### config.mk
export PLATFORM = sky130hd
export DESIGN_NAME = json_token_splitter
export DESIGN_NICKNAME = d
export VERILOG_FILES = /design/src/design/jts_pkg.sv /design/src/design/json_token_splitter.sv
export SDC_FILE = /design/constraint.sdc
export NUM_CORES = 1
export LEC_CHECK = 0
export ABC_CLOCK_PERIOD_IN_PS = 7600
export BUFFER_PORTS_ARGS = -buffer_cell sky130_fd_sc_hd__buf_2
export CORE_MARGIN = 2
export CORE_UTILIZATION = 30
export CTS_BUF_LIST = sky130_fd_sc_hd__clkbuf_8
export CTS_CLUSTER_SIZE = 10
export DETAILED_ROUTE_END_ITERATION = 12
export HOLD_SLACK_MARGIN = 0.15
export SYNTH_ARGS = -nofsm -noshare
export SYNTH_HDL_FRONTEND = slang
export SYNTH_SLANG_ARGS = --single-unit
### constraint.sdc
create_clock -name clk_i -period 7.6 [get_ports clk_i]
set_input_delay 0.38 -clock clk_i [delete_from_list [all_inputs] [get_ports clk_i]]
set_output_delay 0.38 -clock clk_i [all_outputs]
set_load 0.02 [all_outputs]
### src/design/jts_pkg.sv
// ----------------------------------------------------------------------------
// jts_pkg: shared types and constants of the json token splitter
// request payload structs, token type codes and the special characters
// ----------------------------------------------------------------------------
package jts_pkg;

  // token type codes
  localparam logic [1:0] TypeString = 2'd0;
  localparam logic [1:0] TypeNumber = 2'd1;
  localparam logic [1:0] TypeSymbol = 2'd2;

  // request action codes
  localparam logic ActByte = 1'b0;
  localparam logic ActEnd  = 1'b1;

  // result kind codes
  localparam logic KindByte = 1'b0;
  localparam logic KindEnd  = 1'b1;

  // special characters
  localparam logic [7:0] ChCr     = 8'd13;
  localparam logic [7:0] ChLf     = 8'd10;
  localparam logic [7:0] ChTab    = 8'd9;
  localparam logic [7:0] ChSpace  = 8'h20;
  localparam logic [7:0] ChBslash = 8'h5c;
  localparam logic [7:0] ChQuote  = 8'h22;
  localparam logic [7:0] ChMinus  = 8'h2d;
  localparam logic [7:0] ChDot    = 8'h2e;
  localparam logic [7:0] ChZero   = 8'h30;
  localparam logic [7:0] ChNine   = 8'h39;
  localparam logic [7:0] ChLBrace = 8'h7b;
  localparam logic [7:0] ChRBrace = 8'h7d;
  localparam logic [7:0] ChLBrack = 8'h5b;
  localparam logic [7:0] ChRBrack = 8'h5d;
  localparam logic [7:0] ChComma  = 8'h2c;
  localparam logic [7:0] ChColon  = 8'h3a;

  typedef struct packed {
    logic       action;
    logic [7:0] char_in;
  } in_t;

  typedef struct packed {
    logic       kind;
    logic [7:0] char_out;
    logic [1:0] token_type;
    logic       token_empty;
  } out_t;

endpackage

### src/design/json_token_splitter.sv
// ----------------------------------------------------------------------------
// json_token_splitter: byte-serial json lexer
// cuts a document byte stream into tokens, up to one request byte per cycle
// ----------------------------------------------------------------------------
// order: with the result queue empty, a request's first result is on out_o in
//   the cycle after the request is taken, and a second result follows it;
//   results already queued ahead are put out first
// throughput: one request per cycle while each yields at most one result and
//   out_ready_i is high; the output drains one result per cycle, so two-result
//   requests are held back (in_ready_o drops with more than two queued)
// reset: asynchronous, clears lexer state and empties the result queue
module json_token_splitter
  import jts_pkg::*;
(
  input  logic clk_i,
  input  logic rst_ni,
  input  logic in_valid_i,
  output logic in_ready_o,
  input  in_t  in_i,
  output logic out_valid_o,
  input  logic out_ready_i,
  output out_t out_o
);

  localparam int unsigned QDepth = 4;
  localparam int unsigned PtrW   = $clog2(QDepth);
  localparam int unsigned CntW   = $clog2(QDepth + 1);

  // lexer state
  logic       in_quotes_q, in_quotes_d;
  logic       esc_q, esc_d;
  logic [7:0] prev_q, prev_d;
  logic [1:0] type_q, type_d;
  logic       has_q, has_d;

  // result queue
  out_t            queue_q [QDepth];
  logic [PtrW-1:0] wr_ptr_q, rd_ptr_q;
  logic [CntW-1:0] count_q;

  logic       in_fire, out_fire;
  logic [1:0] push_n;
  out_t       res0, res1;

  logic [7:0] c;
  logic       c_num, prev_num, c_space, c_delim, esc_tog, tok_end;

  assign c = in_i.char_in;

  // character classes
  assign c_num    = ((c >= ChZero) && (c <= ChNine)) || (c == ChMinus) || (c == ChDot);
  assign prev_num = ((prev_q >= ChZero) && (prev_q <= ChNine)) ||
                    (prev_q == ChMinus) || (prev_q == ChDot);
  assign c_space  = (c == ChSpace) || (c == ChTab) || (c == ChCr) || (c == ChLf);
  assign c_delim  = (c == ChQuote) || (c == ChLBrace) || (c == ChRBrace) ||
                    (c == ChLBrack) || (c == ChRBrack) || (c == ChComma) ||
                    (c == ChColon);

  // escape flag after a possible backslash toggle
  assign esc_tog = (c == ChBslash) ? ~esc_q : esc_q;
  // previous token closes before this byte
  assign tok_end = (c_delim || (c_num && !prev_num)) && has_q;

  assign in_fire  = in_valid_i && in_ready_o;
  assign out_fire = out_valid_o && out_ready_i;

  // room for two results is needed before a request is taken
  assign in_ready_o  = (count_q <= CntW'(QDepth - 2));
  assign out_valid_o = (count_q != '0);
  assign out_o       = queue_q[rd_ptr_q];

  // per-byte lexing
  always_comb begin
    in_quotes_d = in_quotes_q;
    esc_d       = esc_q;
    prev_d      = prev_q;
    type_d      = type_q;
    has_d       = has_q;
    push_n      = 2'd0;
    res0        = '0;
    res1        = '0;

    if (in_i.action == ActEnd) begin
      // close the final token, even when empty, then restart the document
      res0.kind        = KindEnd;
      res0.token_type  = type_q;
      res0.token_empty = ~has_q;
      push_n           = 2'd1;
      in_quotes_d      = 1'b0;
      esc_d            = 1'b0;
      prev_d           = '0;
      type_d           = TypeSymbol;
      has_d            = 1'b0;
    end else begin
      prev_d = c;
      if (in_quotes_q) begin
        // every quoted byte is kept; an unescaped quote closes the string
        if ((c == ChQuote) && !esc_tog) begin
          in_quotes_d = 1'b0;
        end
        esc_d          = esc_tog && (c == ChBslash);
        has_d          = 1'b1;
        res0.kind      = KindByte;
        res0.char_out  = c;
        res0.token_type = type_q;
        push_n         = 2'd1;
      end else if (!c_space) begin
        if (c == ChQuote) begin
          type_d      = TypeString;
          in_quotes_d = 1'b1;
        end else if (c_num) begin
          type_d = TypeNumber;
        end else begin
          // letters and other bytes join the previous token as a symbol
          type_d = TypeSymbol;
        end
        has_d = 1'b1;
        if (tok_end) begin
          res0.kind        = KindEnd;
          res0.token_type  = type_q;
          res1.kind        = KindByte;
          res1.char_out    = c;
          res1.token_type  = type_d;
          push_n           = 2'd2;
        end else begin
          res0.kind       = KindByte;
          res0.char_out   = c;
          res0.token_type = type_d;
          push_n          = 2'd1;
        end
      end
    end
  end

  // lexer state registers
  always_ff @(posedge clk_i or negedge rst_ni) begin
    if (!rst_ni) begin
      in_quotes_q <= 1'b0;
      esc_q       <= 1'b0;
      prev_q      <= '0;
      type_q      <= TypeSymbol;
      has_q       <= 1'b0;
    end else if (in_fire) begin
      in_quotes_q <= in_quotes_d;
      esc_q       <= esc_d;
      prev_q      <= prev_d;
      type_q      <= type_d;
      has_q       <= has_d;
    end
  end

  // queue pointers and fill count
  always_ff @(posedge clk_i or negedge rst_ni) begin
    if (!rst_ni) begin
      wr_ptr_q <= '0;
      rd_ptr_q <= '0;
      count_q  <= '0;
    end else begin
      if (in_fire) begin
        wr_ptr_q <= wr_ptr_q + PtrW'(push_n);
      end
      if (out_fire) begin
        rd_ptr_q <= rd_ptr_q + PtrW'(1);
      end
      count_q <= count_q + (in_fire ? CntW'(push_n) : CntW'(0))
                         - (out_fire ? CntW'(1) : CntW'(0));
    end
  end

  // queue storage, payload only
  always_ff @(posedge clk_i) begin
    if (in_fire) begin
      if (push_n != 2'd0) begin
        queue_q[wr_ptr_q] <= res0;
      end
      if (push_n == 2'd2) begin
        queue_q[wr_ptr_q + PtrW'(1)] <= res1;
      end
    end
  end

endmodule

Word level (Yosys, flattened, before mapping) --
Memory sizes are Yosys's and may differ from the RTL's. Index checks and enable logic that the tools add are counted.
Word-level totals: register bits after elaboration 20, memories 1, bits in writable memories 48
Memory list:
- queue_q | words 4, bits a word 12, rd ports 1, clocked after memory_dff 0, write ports 2, RTL line json_token_splitter.sv:37 | out_t queue_q [QDepth];
Cells by class: muxes and demuxes 42, reduce and logical (&&, ||, !) cells 30, add/sub/neg operators 5, bitwise gates (word level) 2, equality and inequality tests 20, magnitude comparators 5
Operator list (number):
- 8-bit by 6-bit equality test with 1-bit output (second input constant) | 8
- 8-bit by 7-bit equality test with 1-bit output (second input constant) | 5
- 11-bit 2-to-1 mux | 3
- 10-bit 2-to-1 mux | 3
- 8-bit by 4-bit equality test with 1-bit output (second input constant) | 3
- 2-bit 2-to-1 mux | 12
- 8-bit 2-to-1 mux | 3
- 1-bit 2-to-1 mux | 21
- 8-bit by 6-bit >= comparator with 1-bit output (second input constant) | 2
- 8-bit by 6-bit <= comparator with 1-bit output (second input constant) | 2
- 1-bit logical OR | 14
- 1-bit logical AND | 8
- 2-bit by 1-bit adder with 2-bit output (second input constant) | 2
- 2-bit != test (second input constant) | 2
- 2-bit AND reduction | 2
- 2-bit nonzero test | 2
- 3-bit by 2-bit adder with 3-bit output | 1
- 3-bit by 2-bit <= comparator with 1-bit output (second input constant) | 1
- 3-bit != test (second input constant) | 1
- 3-bit AND reduction | 1
- 3-bit nonzero test | 1
- 3-bit by 1-bit subtractor with 3-bit output | 1
- 2-bit adder | 1
- 2-bit equality test (second input constant) | 1
- 2 further kinds | 4

Logic depth before layout (Yosys ltp) --
word-level depth 17, mapped depth 16, gate-level depth less buffers 13

Least setup slack after synthesis --
No wires, ideal clock.
kind input to register, start point input in_i[4] (netlist bit), end point register count_q[2], data arrival time 2.877 ns, setup slack 4.600 ns, library setup time 0.123 ns, stages 16, data required time 7.477 ns, cell sequence buf_2 -> xor2_1 -> o22ai_1 -> a41o_1 -> buf_2 -> a21o_1 -> buf_4 -> o21ai_0 -> nand2_1 -> ha_1 -> inv_1 -> ha_1 -> inv_1 -> fa_1 -> xor2_1 -> xnor2_1
On the way: word-level cells in the longest chain between the ends 16
Ends and longest elaborated chain:
- start: declaration | RTL line json_token_splitter.sv:19 | input in_t in_i,
- parallel branches: the longest is 10 deep, another holds 8-bit by 6-bit >= comparator with 1-bit output
- 2-bit 2-to-1 mux * | RTL line json_token_splitter.sv:107 | end else if (!c_space) begin
- 2-bit 2-to-1 mux * | RTL line json_token_splitter.sv:96 | if (in_quotes_q) begin
- 2-bit 2-to-1 mux * | RTL line json_token_splitter.sv:83 | if (in_i.action == ActEnd) begin
- 2-bit 2-to-1 mux * | RTL line json_token_splitter.sv:165 | count_q <= count_q + (in_fire ? CntW'(push_n) : CntW'(0))
- 3-bit by 2-bit adder with 3-bit output * | RTL line json_token_splitter.sv:165
- 3-bit by 1-bit subtractor with 3-bit output * | RTL line json_token_splitter.sv:166 | - (out_fire ? CntW'(1) : CntW'(0));
- end signal: assignment | RTL line json_token_splitter.sv:165
- end: declaration | RTL line json_token_splitter.sv:39 | logic [CntW-1:0] count_q;
Mark *: on every way between the ends. A chain may end at the register's enable or synchronous reset.

==> summary.md <==
| Metric | Value |
|---|---|
| Post-synth EDFFs | `40` |
| Outcome | `complete, no violations` |
| Top_reg_cell synth | `edfxtp_1` |
| Max IR drop VDD | `~0.11 mV` |
| Remaining Overflow, GRT | `0` |
| Fin util | `34.6%` |
| Diode count | `0` |
| CTS tree | `built` |
| TritonRoute pass-1 iters | `4` |
| Pwr/cell area | `about 330 mW/mm^2` |
| Final period util | `~41%` |
| WHS | `approximately 0.40 ns` |
| Core Footprint | `between 0.01 and 0.015 sq mm` |
| Total power | `~0.0014 W` |
| CTS max path bufs | `2` |
| Hold Path Class | `input port to flip-flop` |
| Slew @ Worst Pin | `about 0.87 ns` |
| Ports | `27` |
| Layout fillers | `around 1,200` |
| Clock sink count | `between 60 and 70` |
| Root Buffer | `clkbuf_8` |
| Die Ht | `115 um` |
| Number of synthesized register bits | `68` |
| RSZ-0062 raised after global routing | `no` |
| Die footprint | `~0.013 sq mm` |
| Starting Density | `between 30% and 40%` |
| Slew headroom | `a little over two fifths` |
| Post-CTS sizing | `0` |
| Later-pin clock latency in the skew report | `between 0.3 and 0.4 ns` |
| ANT nets after route | `0` |
| 1st-iter DRT viols | `about 240` |
| Layout cells sized above 1 | `~20%` |
| Initial antenna violation count | `0` |
| Minimum clock period | `3.15 ns` |
| Via Count | `~2,700` |
| Drt wl/cell | `18.0 um` |
| Clock skew | `between 0.01 and 0.015 ns` |
| All-Layer GR Usage | `14.4%` |
| Setup Fix Bufs, Post-CTS | `0` |
| H-tree Lvls | `3` |
| Max_cap viols | `0` |
| First-pass GRT wire length | `14,500 um` |
| Kind of critical path | `flip-flop to flip-flop` |
| Mapped Nets | `340` |
| Ranking of synthesized cells by area | `edfxtp_1, dfrtp_1, mux4_2` |
| Cts hold-fix bufs | `1` |
| Leakage | `roughly 1.5 nW` |
| FMAX | `317 MHz` |
| Critical path required time | `between 7 and 8 ns` |
| Via-per-instance ratio | `approximately 5.4` |
| Sequential element share of the synthesized area | `50.3%` |
| Post-DP HPWL | `6440 um` |
| Synthesized area | `0.00370 sq mm` |
| Row count | `40` |
| Finished Cell Area | `roughly 0.0042 sq mm` |
| Synthesized area per cell | `between 10 and 15 sq um` |
| Fin. Hold Viols | `0` |
| Cells after Synth | `321` |
| Drt total wl | `slightly below 9000 um` |
| Crit Path Max Fanout | `27` |
| Top cell type by total area after synthesis | `edfxtp_1` |
| Final setup vio count | `0` |
| Largest net degree at the start of global routing | `28` |
| IO buf count | `26` |
| Placed cell area | `0.00394 sq mm` |
| Share of synthesized registers carrying an async set or reset | `between 20% and 30%` |
| CP Capture Type | `flip-flop` |
| Total of warnings raised by yosys | `0` |
| Arr. time, crit path | `3.13 ns` |
| Vias in the first global route | `~2,700` |
| Area Growth Syn to Fin | `12.1%` |
| Final Max Tran Viols | `0` |
| Fin nets | `362` |
| Synth unique cells | `65` |
| Final GP Congestion | `about 0.85` |
| Cts bufs inserted | `9` |
| Yosys top cell area share | `between 30 and 40%` |
| Startpoint types | `flip-flop` |
| Clk pin slew, worst setup/hold paths | `roughly 0.090 ns` |
| Setup TNS | `0 ns` |
| Die Wd | `115 um` |
| Residual DRC | `0` |
-- worst max-delay path, cell delays in order (launching register included) --
cell     delay [ns]
dfrtp_1        0.39
a21oi_1        0.27
nand2_1        0.51
nor4_1         0.40
buf_4          0.22
and2_1         0.20
nand2_1        0.27
nand2_1        0.52
-- cells by family (layout without fill, tap and decap cells) --
group	count (synthesis)	count (layout)	synth area share [%]
mux	16	16	8.38
flops	68	68	50.3
simple gates	108	108	15.8
compound gates	89	89	18.1
xor+xnor	8	8	1.89
buf+inv	26	53	3.28
fa+ha+maj	6	6	2.23
-- sequential cells by signal (all words and copies together), names as in the netlist --
signal       count
count_q          3
has_q            1
wr_ptr_q         2
rd_ptr_q         2
esc_q            1
prev_q           8
in_quotes_q      1
queue_q         48
type_q           2
-- cell usage after synthesis (5+ instances only) --
cell and number:
nand2b_1 7, xor2_1 5, o21ai_0 14, nor2_1 15, a21boi_0 20, a21oi_1 14, ha_1 5, and2_1 5
nand3_1 9, dfxtp_1 8, dfrtp_1 19, mux4_2 12, nor3_1 7, inv_1 9, nand2_1 38, edfxtp_1 40
clkbuf_1 9
-- per-stage QoR --
step / instances / setup WS, ns
6_report: 495 / 4.45
5_1_grt: 495 / 4.17
4_1_cts: 495 / 4.46
3_5_place_dp: 478 / 4.23
3_3_place_gp: 478 / 4.33
2_1_floorplan: 321 / 4.60
-- power breakdown --
part | switching [W] | internal (W) | leakage [nW] | total, W
Combinational | 0.000273 | 0.000215 | 0.730 | 0.000488
Clock | 0.000157 | 0.000157 | 0.101 | 0.000314
Sequential | 0.000101 | 0.000485 | 0.685 | 0.000586
-- worst paths after layout --
| path | start | endpoint | slack [ns] | cells after the start |
|---|---|---|---|---|
| max | count_q[1] | queue_q[2][1] | 4.45 | 7 |
| min | in_i[4] | prev_q[4] | 0.40 | 3 |
| max reg2reg | count_q[1] | queue_q[2][1] | 4.45 | 7 |
| min reg2reg | prev_q[6] | prev_q[6] | 0.49 | 2 |
| max in group asynchronous | rst_ni | type_q[1] | 6.73 | 2 |
| min in group asynchronous | rst_ni | prev_q[4] | 0.52 | 2 |
-- routing by layer --
metal  global-route usage [%]  up-vias  wire length, um
met5                        0        -                0
met4                     5.86        0              174
met3                     2.00       15              426
met2                     22.7       86             4230
met1                     20.0     1311             4100
li1                         -     1267                -
-- cells in the final DEF (no fill, tap or decap), drive strengths merged, types with 5 or more instances in the layout --
master / count
mux4: 12
edfxtp: 40
dfxtp: 8
a21oi: 16
o21ai: 18
dfrtp: 19
buf: 27
inv: 13
nand2: 39
xor2: 5
a21boi: 21
nand3: 9
and2: 5
clkbuf: 9
nand2b: 7
ha: 5
nor3: 8
nor2: 15
-- layout make-up --
type                    count  area, sq um  area share, %
clock buffers               9          124           2.98
clock inverters             7         81.3           1.96
inverters                   9         33.8          0.814
multi-input cells         227         1720           41.4
flip-flops and latches     68         1860           44.9
well taps                 147          184           4.43
repair buffers             28          148           3.56
(Power assumes the default switching activity.)
